**src/sv/lcb_pkg.sv**
```systemverilog
// ----------------------------------------------------------------------------
// lcb_pkg
// Shared sizes, command codes, beat types and helpers for the character
// display buffer with cursor.
// ----------------------------------------------------------------------------
package lcb_pkg;

    // buffer geometry
    localparam int ROWS    = 2;
    localparam int COLUMNS = 16;
    localparam int NCELLS  = ROWS * COLUMNS;

    // field and index widths
    localparam int ROW_W  = 1;
    localparam int COL_W  = 4;
    localparam int CHAR_W = 8;
    localparam int KIND_W = 4;
    localparam int CELL_W = (NCELLS > 1) ? $clog2(NCELLS) : 1;

    // command codes
    typedef enum logic [KIND_W-1:0] {
        K_WRITE     = 4'd0,
        K_SET_CELL  = 4'd1,
        K_CLEAR     = 4'd2,
        K_CLEAR_EOL = 4'd3,
        K_UP        = 4'd4,
        K_DOWN      = 4'd5,
        K_LEFT      = 4'd6,
        K_RIGHT     = 4'd7,
        K_SET_CUR   = 4'd8
    } t_kind;

    // input beat
    typedef struct packed {
        logic [KIND_W-1:0] kind;
        logic [ROW_W-1:0]  row_sel;
        logic [COL_W-1:0]  col_sel;
        logic [CHAR_W-1:0] char_code;
    } t_cmd;

    // output beat
    typedef struct packed {
        logic [ROW_W-1:0]  cursor_row;
        logic [COL_W-1:0]  cursor_col;
        logic [CHAR_W-1:0] char_at_cursor;
    } t_rsp;

    // update request from the controller to the cell store
    typedef struct packed {
        logic              wr_en;
        logic [CELL_W-1:0] wr_addr;
        logic [CHAR_W-1:0] wr_data;
        logic              clr_all;
        logic              clr_eol;
        logic [ROW_W-1:0]  clr_row;
        logic [COL_W-1:0]  clr_col;
    } t_store_req;

    // linear cell address of a row and column
    function automatic logic [CELL_W-1:0] cell_idx(input logic [ROW_W-1:0] r,
                                                   input logic [COL_W-1:0] c);
        logic [CELL_W+COL_W:0] prod;
        prod = (CELL_W+COL_W+1)'(r) * (CELL_W+COL_W+1)'(COLUMNS)
             + (CELL_W+COL_W+1)'(c);
        return prod[CELL_W-1:0];
    endfunction

endpackage

```
**src/sv/char_lcd_buffer_cursor.sv**
```systemverilog
// ----------------------------------------------------------------------------
// char_lcd_buffer_cursor
// 2 x 16 character display buffer with a cursor.
// ----------------------------------------------------------------------------
// Usage:
//   Input channel (i_in_valid / o_in_stall / i_in_data) takes one command
//   beat: write and advance, set cell, clear, clear to end of line, cursor
//   up/down/left/right, or set cursor. Output channel (o_out_valid /
//   i_out_stall / o_out_data) returns one beat per command with the cursor
//   position and the character stored under it.
//   A command's result is loaded into the output register as follows: the
//   update goes to the cell memory at accept, then the cell under the new
//   cursor is read through the memory's registered read port (S_READ), and
//   the read data is captured with the cursor in S_CAP.
//   No new command is taken until the last one is done; clears are done
//   through per-cell valid flags, so every command costs the same.
//   Reset clears the cursor, all cell valid flags (every cell reads blank)
//   and the output valid flag; a command can be taken the cycle after reset.
//   When the receiver stalls, the result holds in the output register and
//   one more command may be accepted and processed; it then waits for the
//   output register to free up before input is taken again.
// ----------------------------------------------------------------------------
module char_lcd_buffer_cursor (
    input  logic          i_clk,
    input  logic          i_rst_n,
    input  logic          i_in_valid,
    output logic          o_in_stall,
    input  lcb_pkg::t_cmd i_in_data,
    output logic          o_out_valid,
    input  logic          i_out_stall,
    output lcb_pkg::t_rsp o_out_data
);
    import lcb_pkg::*;

    t_store_req        req;
    logic              rd_en;
    logic [CELL_W-1:0] rd_addr;
    logic [CHAR_W-1:0] rd_data;

    // command decode, cursor and result register
    lcb_ctrl u_ctrl (
        .i_clk       (i_clk),
        .i_rst_n     (i_rst_n),
        .i_in_valid  (i_in_valid),
        .o_in_stall  (o_in_stall),
        .i_in_data   (i_in_data),
        .o_out_valid (o_out_valid),
        .i_out_stall (i_out_stall),
        .o_out_data  (o_out_data),
        .o_req       (req),
        .o_rd_en     (rd_en),
        .o_rd_addr   (rd_addr),
        .i_rd_data   (rd_data)
    );

    // character memory
    lcb_cell_store u_store (
        .i_clk     (i_clk),
        .i_rst_n   (i_rst_n),
        .i_req     (req),
        .i_rd_en   (rd_en),
        .i_rd_addr (rd_addr),
        .o_rd_data (rd_data)
    );

endmodule

```
**src/sv/lcb_cell_store.sv**
```systemverilog
// ----------------------------------------------------------------------------
// lcb_cell_store
// Character memory with one write and one registered read port. A valid
// flag per cell marks cells written since the last clear; a cell without
// its flag reads as blank.
// ----------------------------------------------------------------------------
module lcb_cell_store (
    input  logic                      i_clk,
    input  logic                      i_rst_n,
    input  lcb_pkg::t_store_req       i_req,
    input  logic                      i_rd_en,
    input  logic [lcb_pkg::CELL_W-1:0] i_rd_addr,
    output logic [lcb_pkg::CHAR_W-1:0] o_rd_data
);
    import lcb_pkg::*;

    logic [CHAR_W-1:0] r_mem [NCELLS];
    logic [NCELLS-1:0] r_valid;
    logic [CHAR_W-1:0] r_rd_data;
    logic              r_rd_ok;

    // memory write port
    always_ff @(posedge i_clk) begin
        if (i_req.wr_en) begin
            r_mem[i_req.wr_addr] <= i_req.wr_data;
        end
    end

    // registered read port
    always_ff @(posedge i_clk) begin
        if (i_rd_en) begin
            r_rd_data <= r_mem[i_rd_addr];
            r_rd_ok   <= r_valid[i_rd_addr];
        end
    end

    assign o_rd_data = r_rd_ok ? r_rd_data : '0;

    // per-cell valid flags: set on write, dropped by clears
    for (genvar g = 0; g < NCELLS; g++) begin : g_valid
        localparam int GROW = g / COLUMNS;
        localparam int GCOL = g % COLUMNS;
        logic in_eol;
        assign in_eol = i_req.clr_eol
                      && (int'(i_req.clr_row) == GROW)
                      && (GCOL >= int'(i_req.clr_col));
        always_ff @(posedge i_clk) begin
            if (!i_rst_n) begin
                r_valid[g] <= 1'b0;
            end else if (i_req.clr_all || in_eol) begin
                r_valid[g] <= 1'b0;
            end else if (i_req.wr_en && (i_req.wr_addr == CELL_W'(g))) begin
                r_valid[g] <= 1'b1;
            end
        end
    end

endmodule

```
**src/sv/lcb_ctrl.sv**
```systemverilog
// ----------------------------------------------------------------------------
// lcb_ctrl
// Command decoder, cursor registers and output register. Issues the cell
// update on accept, then reads the cell under the new cursor.
// ----------------------------------------------------------------------------
module lcb_ctrl (
    input  logic                       i_clk,
    input  logic                       i_rst_n,
    input  logic                       i_in_valid,
    output logic                       o_in_stall,
    input  lcb_pkg::t_cmd              i_in_data,
    output logic                       o_out_valid,
    input  logic                       i_out_stall,
    output lcb_pkg::t_rsp              o_out_data,
    output lcb_pkg::t_store_req        o_req,
    output logic                       o_rd_en,
    output logic [lcb_pkg::CELL_W-1:0] o_rd_addr,
    input  logic [lcb_pkg::CHAR_W-1:0] i_rd_data
);
    import lcb_pkg::*;

    typedef enum logic [1:0] {
        S_IDLE,
        S_READ,
        S_CAP
    } t_state;

    localparam logic [COL_W-1:0] LAST_COL = COL_W'(COLUMNS - 1);
    localparam logic [ROW_W-1:0] LAST_ROW = ROW_W'(ROWS - 1);

    t_state           r_state;
    logic [ROW_W-1:0] r_row, n_row;
    logic [COL_W-1:0] r_col, n_col;
    logic             r_out_valid;
    t_rsp             r_out_data;

    logic             accept;
    logic             target_ok;
    logic [ROW_W-1:0] rt_row, lf_row;
    logic [COL_W-1:0] rt_col, lf_col;

    assign accept    = i_in_valid && (r_state == S_IDLE);
    assign target_ok = (int'(i_in_data.row_sel) < ROWS)
                    && (int'(i_in_data.col_sel) < COLUMNS);

    // right and left neighbors with row wrap, stopping at the ends
    always_comb begin
        rt_row = r_row;
        rt_col = r_col;
        if (r_col == LAST_COL) begin
            if (r_row < LAST_ROW) begin
                rt_row = r_row + ROW_W'(1);
                rt_col = '0;
            end
        end else begin
            rt_col = r_col + COL_W'(1);
        end
        lf_row = r_row;
        lf_col = r_col;
        if (r_col == '0) begin
            if (r_row != '0) begin
                lf_row = r_row - ROW_W'(1);
                lf_col = LAST_COL;
            end
        end else begin
            lf_col = r_col - COL_W'(1);
        end
    end

    // command decode: next cursor and cell update
    always_comb begin
        n_row         = r_row;
        n_col         = r_col;
        o_req         = '0;
        o_req.wr_addr = cell_idx(r_row, r_col);
        o_req.wr_data = i_in_data.char_code;
        o_req.clr_row = r_row;
        o_req.clr_col = r_col;
        case (i_in_data.kind)
            K_WRITE: begin
                o_req.wr_en = accept;
                n_row       = rt_row;
                n_col       = rt_col;
            end
            K_SET_CELL: begin
                o_req.wr_en   = accept && target_ok;
                o_req.wr_addr = cell_idx(i_in_data.row_sel, i_in_data.col_sel);
            end
            K_CLEAR: begin
                o_req.clr_all = accept;
            end
            K_CLEAR_EOL: begin
                o_req.clr_eol = accept;
            end
            K_UP: begin
                if (r_row != '0) n_row = r_row - ROW_W'(1);
            end
            K_DOWN: begin
                if (r_row < LAST_ROW) n_row = r_row + ROW_W'(1);
            end
            K_LEFT: begin
                n_row = lf_row;
                n_col = lf_col;
            end
            K_RIGHT: begin
                n_row = rt_row;
                n_col = rt_col;
            end
            K_SET_CUR: begin
                if (target_ok) begin
                    n_row = i_in_data.row_sel;
                    n_col = i_in_data.col_sel;
                end
            end
            default: begin
            end
        endcase
    end

    // read of the cell under the cursor
    assign o_rd_en   = (r_state == S_READ);
    assign o_rd_addr = cell_idx(r_row, r_col);

    // sequencer, cursor and output register
    always_ff @(posedge i_clk) begin
        if (!i_rst_n) begin
            r_state     <= S_IDLE;
            r_row       <= '0;
            r_col       <= '0;
            r_out_valid <= 1'b0;
        end else begin
            // result valid: load from the read, or drop once taken
            if ((r_state == S_CAP) && (!r_out_valid || !i_out_stall)) begin
                r_out_valid <= 1'b1;
            end else if (r_out_valid && !i_out_stall) begin
                r_out_valid <= 1'b0;
            end
            case (r_state)
                S_IDLE: begin
                    if (accept) begin
                        r_row   <= n_row;
                        r_col   <= n_col;
                        r_state <= S_READ;
                    end
                end
                S_READ: begin
                    r_state <= S_CAP;
                end
                S_CAP: begin
                    if (!r_out_valid || !i_out_stall) begin
                        r_out_data.cursor_row     <= r_row;
                        r_out_data.cursor_col     <= r_col;
                        r_out_data.char_at_cursor <= i_rd_data;
                        r_state                   <= S_IDLE;
                    end
                end
                default: begin
                    r_state <= S_IDLE;
                end
            endcase
        end
    end

    assign o_in_stall  = (r_state != S_IDLE);
    assign o_out_valid = r_out_valid;
    assign o_out_data  = r_out_data;

endmodule

```
**config.mk**
```make
export PLATFORM = sky130hd
export DESIGN_NAME = char_lcd_buffer_cursor
export DESIGN_NICKNAME = d
export VERILOG_FILES = /design/src/sv/lcb_pkg.sv /design/src/sv/char_lcd_buffer_cursor.sv /design/src/sv/lcb_cell_store.sv /design/src/sv/lcb_ctrl.sv
export SDC_FILE = /design/constraint.sdc
export NUM_CORES = 1
export LEC_CHECK = 0
export ABC_AREA = 1
export BUFFER_PORTS_ARGS = -buffer_cell sky130_fd_sc_hd__clkbuf_2
export CORE_MARGIN = 4
export CORE_UTILIZATION = 30
export CTS_CLUSTER_DIAMETER = 60
export DETAILED_ROUTE_END_ITERATION = 6
export MAX_ROUTING_LAYER = met4
export PLACE_DENSITY = 0.51
export SYNTH_ARGS = -nofsm -noshare
export SYNTH_HDL_FRONTEND = slang
export SYNTH_SLANG_ARGS = --single-unit
```
**constraint.sdc**
```tcl
create_clock -name i_clk -period 2.55 [get_ports i_clk]
set_clock_uncertainty 0.1 [all_clocks]
set_input_delay 0.3825 -clock i_clk [delete_from_list [all_inputs] [get_ports i_clk]]
set_output_delay 0.3825 -clock i_clk [all_outputs]
set_load 0.03 [all_outputs]
```
## Word-level counts from Yosys, hierarchy flattened

Memory sizes are Yosys's and may differ from the RTL's. A register that Yosys moved wholly into a read port is not among the register bits.
Index checks and enable logic that the tools add are counted.

- Bits in registers: 54
- Bits in writable memories: 256
- Memories: 1
- Input bits: 21
- Output and inout bits: 15

Memories:

| name | depth | bits a word | rd ports | clocked after Yosys merged registers in | wr ports | RTL line | source |
|---|---|---|---|---|---|---|---|
| u_store.r_mem | 32 | 8 | 1 | 1 | 1 | lcb_cell_store.sv:17 | `logic [CHAR_W-1:0] r_mem [NCELLS];` |

- Reductions and logical operators: 148
- $lt $le $gt $ge: 17
- Muxes and demuxes: 23
- Bitwise logic cells: 2
- Equality and inequality tests: 48
- $add $sub $neg: 6

Operators with widths:

| cell | number |
|---|---|
| $eq A5 B5 Y1 const B | 16 |
| $reduce_or A2 Y1 | 34 |
| $logic_and A1 B1 Y1 | 67 |
| $eq A5 B4 Y1 const B | 8 |
| $logic_or A1 B1 Y1 | 33 |
| $ge A4 B4 Y1 const A | 7 |
| $eq A5 B3 Y1 const B | 4 |
| $eq A4 B3 Y1 const B | 4 |
| $ge A3 B4 Y1 const A | 4 |
| $mux W4 | 4 |
| $mux W1 | 12 |
| $pmux W4 S3 | 1 |
| $add A5 B4 Y5 | 2 |
| $eq A5 B2 Y1 const B | 2 |
| $reduce_and A5 Y1 | 2 |
| $eq A4 B2 Y1 const B | 2 |
| $eq A4 B4 Y1 const B | 2 |
| $ge A1 B4 Y1 const A | 2 |
| $ge A2 B4 Y1 const A | 2 |
| $logic_not A4 Y1 | 2 |
| $lt A5 B6 Y1 const B | 1 |
| $ne A2 B1 Y1 const B | 3 |
| $pmux W2 S3 | 1 |
| $bmux W1 S5 | 1 |
| other kinds (24) | 28 |

## Depth between registers and ports, before layout

- Depth in word-level cells: 7
- Depth in mapped cells: 12
- Gate-level depth less buffers: 10

## By module

A second synthesis with hierarchy kept.

- Cells, all modules: 1,344
- Area total of the unflattened synthesis: 13,720.7 µm²

By module, submodules not included:

| module | sequential area each (µm²) | cells each | instances | area an instance (µm²) |
|---|---|---|---|---|
| lcb_cell_store | 8,598.2 | 1,182 | 1 | 12,428.2 |
| lcb_ctrl | 550.5 | 162 | 1 | 1,292.5 |

## Worst setup path after synthesis

Ideal clock, no wire load.

- Path kind: reg-to-reg
- From: reg u_ctrl.r_col[0]
- To: reg u_ctrl.r_col[2]
- Buffers on the path: 2
- Arrival: 1,850 ps
- Library setup time: 116 ps
- Clock period less this slack: 2,065 ps
- Slack: 485 ps
- Required time: 2,334 ps
- Cell stages (with the launch flop): 13
- Cells stage by stage: dfxtp_1 -> clkinv_1 -> buf_2 -> clkbuf_1 -> ha_1 -> nand2_1 -> nor2_1 -> nand3_1 -> nand2_1 -> nor2_2 -> inv_1 -> nor2_1 -> nor2_1

- Longest elaborated chain between the ends: 3

RTL lines:

| element | RTL line | source |
|---|---|---|
| from (decl) | lcb_ctrl.sv:33 | `logic [COL_W-1:0] r_col, n_col;` |
| from (signal assigned) | lcb_ctrl.sv:142 | `r_col <= n_col;` |
| $add A4 B1 Y4, or another cell as far along | lcb_ctrl.sv:56 | `rt_col = r_col + COL_W'(1);` |
| $mux W4, or another cell as far along | lcb_ctrl.sv:50 | `if (r_col == LAST_COL) begin` |
| $pmux W4 S3 or $reduce_and A5 Y1 (tied branches) | -- |  |

Parallel ways exist; a longest one is shown, timed or not.
A chain may end at the register's enable or synchronous reset.

## Worst setup path in the final report

- From: reg u_ctrl.r_col[0]
- To: reg u_store.r_rd_data[4] (read register of u_store.r_mem), data pin

- Longest elaborated chain between the ends: 1

RTL lines:

| element | RTL line | source |
|---|---|---|
| $add A5 B4 Y5 | lcb_pkg.sv:64 | `+ (CELL_W+COL_W+1)'(c);` |
| to (decl) | lcb_cell_store.sv:19 | `logic [CHAR_W-1:0] r_rd_data;` |

Every way passes these cells.

==> metrics.md <==
| Metric | Value |
|---|---|
| Largest cells by area after synthesis | edfxtp_1 (60%), nand2_1 (7.8%), nor2_1 (6.7%) |
| Post-Syn Area | approximately 14000 um^2 |
| Clock tree buffer depth | 3 |
| Antenna violations before repair | 0 |
| First-pass GRT wire length | 59100 um |
| Post-synth EDFFs | around 280 |
| Min Tclk post-route | 2.20 ns |
| First-pass DRT Iterations | 5 |
| TritonCTS Buffers | 38 |
| Crit path max-delay family | simple AND/OR/NAND/NOR gates |
| Slowest stage cell, crit path | dfxtp_4 |
| Fill cell count | 4600 |
| Pins Over Slew Limit | 0 |
| Hold WC Path Type | primary input to flop |
| Gr ovfl total | 0 |
| Crit path cell chain | buf_12 > buf_4 > nor2_1 > nor2_1 > o21ai_0 > nand4_1 > nand3_1 > nand2_1 |
| Delay of the slowest cell on the worst path | 0.37 ns |
| CTS tree | built |
| Inst Count DP | 2024 |
| Vias per cell | 4.70 |
| Leak | 6.39 nW |
| Yosys cell types | 33 |
| Ys async rst share | 0% |
| CP dominant cell by count | nor2_1 |
| Worst Max-Slew Pin Slew | 0.717 ns |
| Status | completed |
| Net count, final | 1489 |
| Most used DFF post-synth | edfxtp_1 |
| Die Y-Extent | approximately 220 um |
| Final hold violation count | 0 |
| Post-Syn Instances | roughly 1400 |
| Max frequency | 454 MHz |
| Port Buf Inserts | 35 |
| Max rail drop VDD | roughly 0.39 mV |
| Layout Cells excl Fill | 2092 |
| Critical Path AT | approximately 2.5 ns |
| Synth warnings | 0 |
| Most common library cells after synthesis | nand2_1 (287), edfxtp_1 (278), nor2_1 (249) |
| Yosys top cell area share | 60.3% |
| Diode count | 0 |
| Number of global-route vias before repair | 9489 |
| I/O pin count | 36 |
| Initial Util | ~30% |
| Largest net degree at the start of global routing | 72 |
| Routed WL per cell | approximately 19 um |
| Floorplan row count | 78 |
| Register bit total from synthesis | between 300 and 400 |
| Crit. End Element | flop |
| Setup violations, final | 0 |
| Max_slew headroom | 52.0% |
| Maximum net fanout on the critical path | 55 |
| Worst Setup Start Kind | flop |
| Final WL | 39100 um |
| PostCTS Resize Cnt | 0 |
| Later-pin clock latency in the skew report | 0.53 ns |
| Synth Area per Inst | 9.92 um^2 |
| Iter 0 DRT Violations | between 800 and 900 |
| Syn Nets | 1421 |
| Via count | 9832 |
| Cts hold-fix bufs | 0 |
| PwrDens | 717 nW/um^2 |
| Dpl hpwl | 26400 um |
| Syn-to-layout area delta | 16.8% |
| Buffers and inverters on the worst path | 2 |
| Worst-path clk slew | 0.05 ns |
| Core ar. | 45500 um^2 |
| Setup TNS | 0 ns |
| Clk root buf | clkbuf_16 |
| All-Layer GR Usage | approximately 16% |
| RSZ-0062 raised after global routing | false |
| Max Cap Viol | 0 |
| Design Power | 0.0116 W |
| Final ANT Viol Nets | 0 |
| DRC violations left | 0 |
| Crit share post-route | between 80% and 90% |
| Full die area | 49700 um^2 |
| Setup bufs post-CTS | 0 |
| Routability congestion estimate from global placement | about 0.9 |
| CTS H-tree lvls | 2 |
| Req. time, crit path | between 2 and 3 ns |
| Die X | 223 um |
| Top-count cell post-synth | nand2_1 |
| Post-synth top area cell | edfxtp_1 |
| CP Class | flop to flop |
| Share of layout cells above drive strength 1 | 12.0% |
| Post-synthesis sequential area ratio | 66.0% |
| Clk sinks | 318 |
==> tightest hold or removal path: cells and delay by family <==
kind                   cells  cell delay [ns]
AND/OR/NAND/NOR            1             0.08
buffers and inverters      1             0.08
AO/OA/AOI/OAI              1             0.07
==> routing by layer <==
layer  global-route usage [%]  part of all wire (%)  up-vias  routed length [um]
li1                         -                     -     4760                   -
met1                     22.6                    47     4702               18500
met2                     23.7                    44      329               17300
met3                     3.13                   7.1       41                2760
met4                     3.00                   1.3        0                 518
met5                        -                     0        -                   0
==> report_power, final <==
part / internal [W] / switching [W]
sequential: 0.00569 / 0.0000117
combinational: 0.000234 / 0.000631
clock: 0.00295 / 0.00209
==> sequential cells by signal, indices dropped and copies added, names as in the netlist <==
register and count:
u_ctrl.r_row 1, u_ctrl.o_out_valid 1, u_ctrl.o_out_data 13, u_ctrl.r_state 2, u_store.r_rd_ok 1, u_store.r_valid 32, u_ctrl.r_col 4, u_store.r_mem 256
u_store.r_rd_data 8
==> through the flow <==
stage	cell area, um^2	hold slack (ns)	utilization, %	worst slack (ns)
floorplan	13900	0.303	-	0.485
global placement	15000	0.333	33.0	0.231
detailed placement	15000	0.336	33.0	0.231
CTS	16200	0.0276	35.6	0.376
global route	16200	0.0606	35.6	0.202
finish	16200	0.0458	35.6	0.346
==> kinds of logic (layout without fill, tap and decap cells) <==
| logic type | Yosys count | count (layout) | share of synthesized area, % |
|---|---|---|---|
| flip-flops | 318 | 318 | 66.0 |
| AO/OA/AOI/OAI | 198 | 198 | 7.69 |
| adder cells (fa/ha/maj) | 4 | 4 | 0.361 |
| AND/OR/NAND/NOR | 649 | 649 | 19.3 |
| buffers and inverters | 227 | 323 | 6.60 |
==> worst paths after layout <==
kind                  startpoint                   end  slack (ns)  cells after the start
max              u_ctrl.r_col[0]  u_store.r_rd_data[4]        0.35                      8
min                  i_out_stall    u_ctrl.o_out_valid        0.05                      3
max reg2reg      u_ctrl.r_col[0]  u_store.r_rd_data[4]        0.35                      8
min reg2reg  u_store.r_valid[22]   u_store.r_valid[22]        0.35                      2
==> layout make-up <==
cell class	count	area, um^2	share of cell area (%)
multi-input combinational	851	3800	23.5
timing repair buffer	93	711	4.39
inverter	162	609	3.77
sequential	318	9150	56.6
clock buffer	46	1020	6.32
clock inverter	22	135	0.835
tap	600	751	4.64
==> placed cells by master (no fill, tap or decap), types with 2 or more instances in the layout <==
cell type	synthesis	final
nand2_1	287	287
edfxtp_1	278	278
nor2_1	249	249
inv_1	156	156
o21ai_0	131	131
nand3_1	64	64
buf_4	4	50
a21oi_1	41	41
clkbuf_16	0	39
dfxtp_1	40	39
clkbuf_2	0	35
o211ai_1	21	21
nand4_1	13	13
clkinv_2	0	11
or2_2	10	10
nor3_1	9	8
clkinv_1	1	8
buf_12	0	8
nand3b_1	6	6
inv_2	5	5
clkbuf_1	28	5
ha_1	4	4
nand2_2	3	3
nor3_2	2	3
nor2_4	2	2
inv_6	0	2
clkbuf_8	0	2
Power figures use the tool's default switching activity.
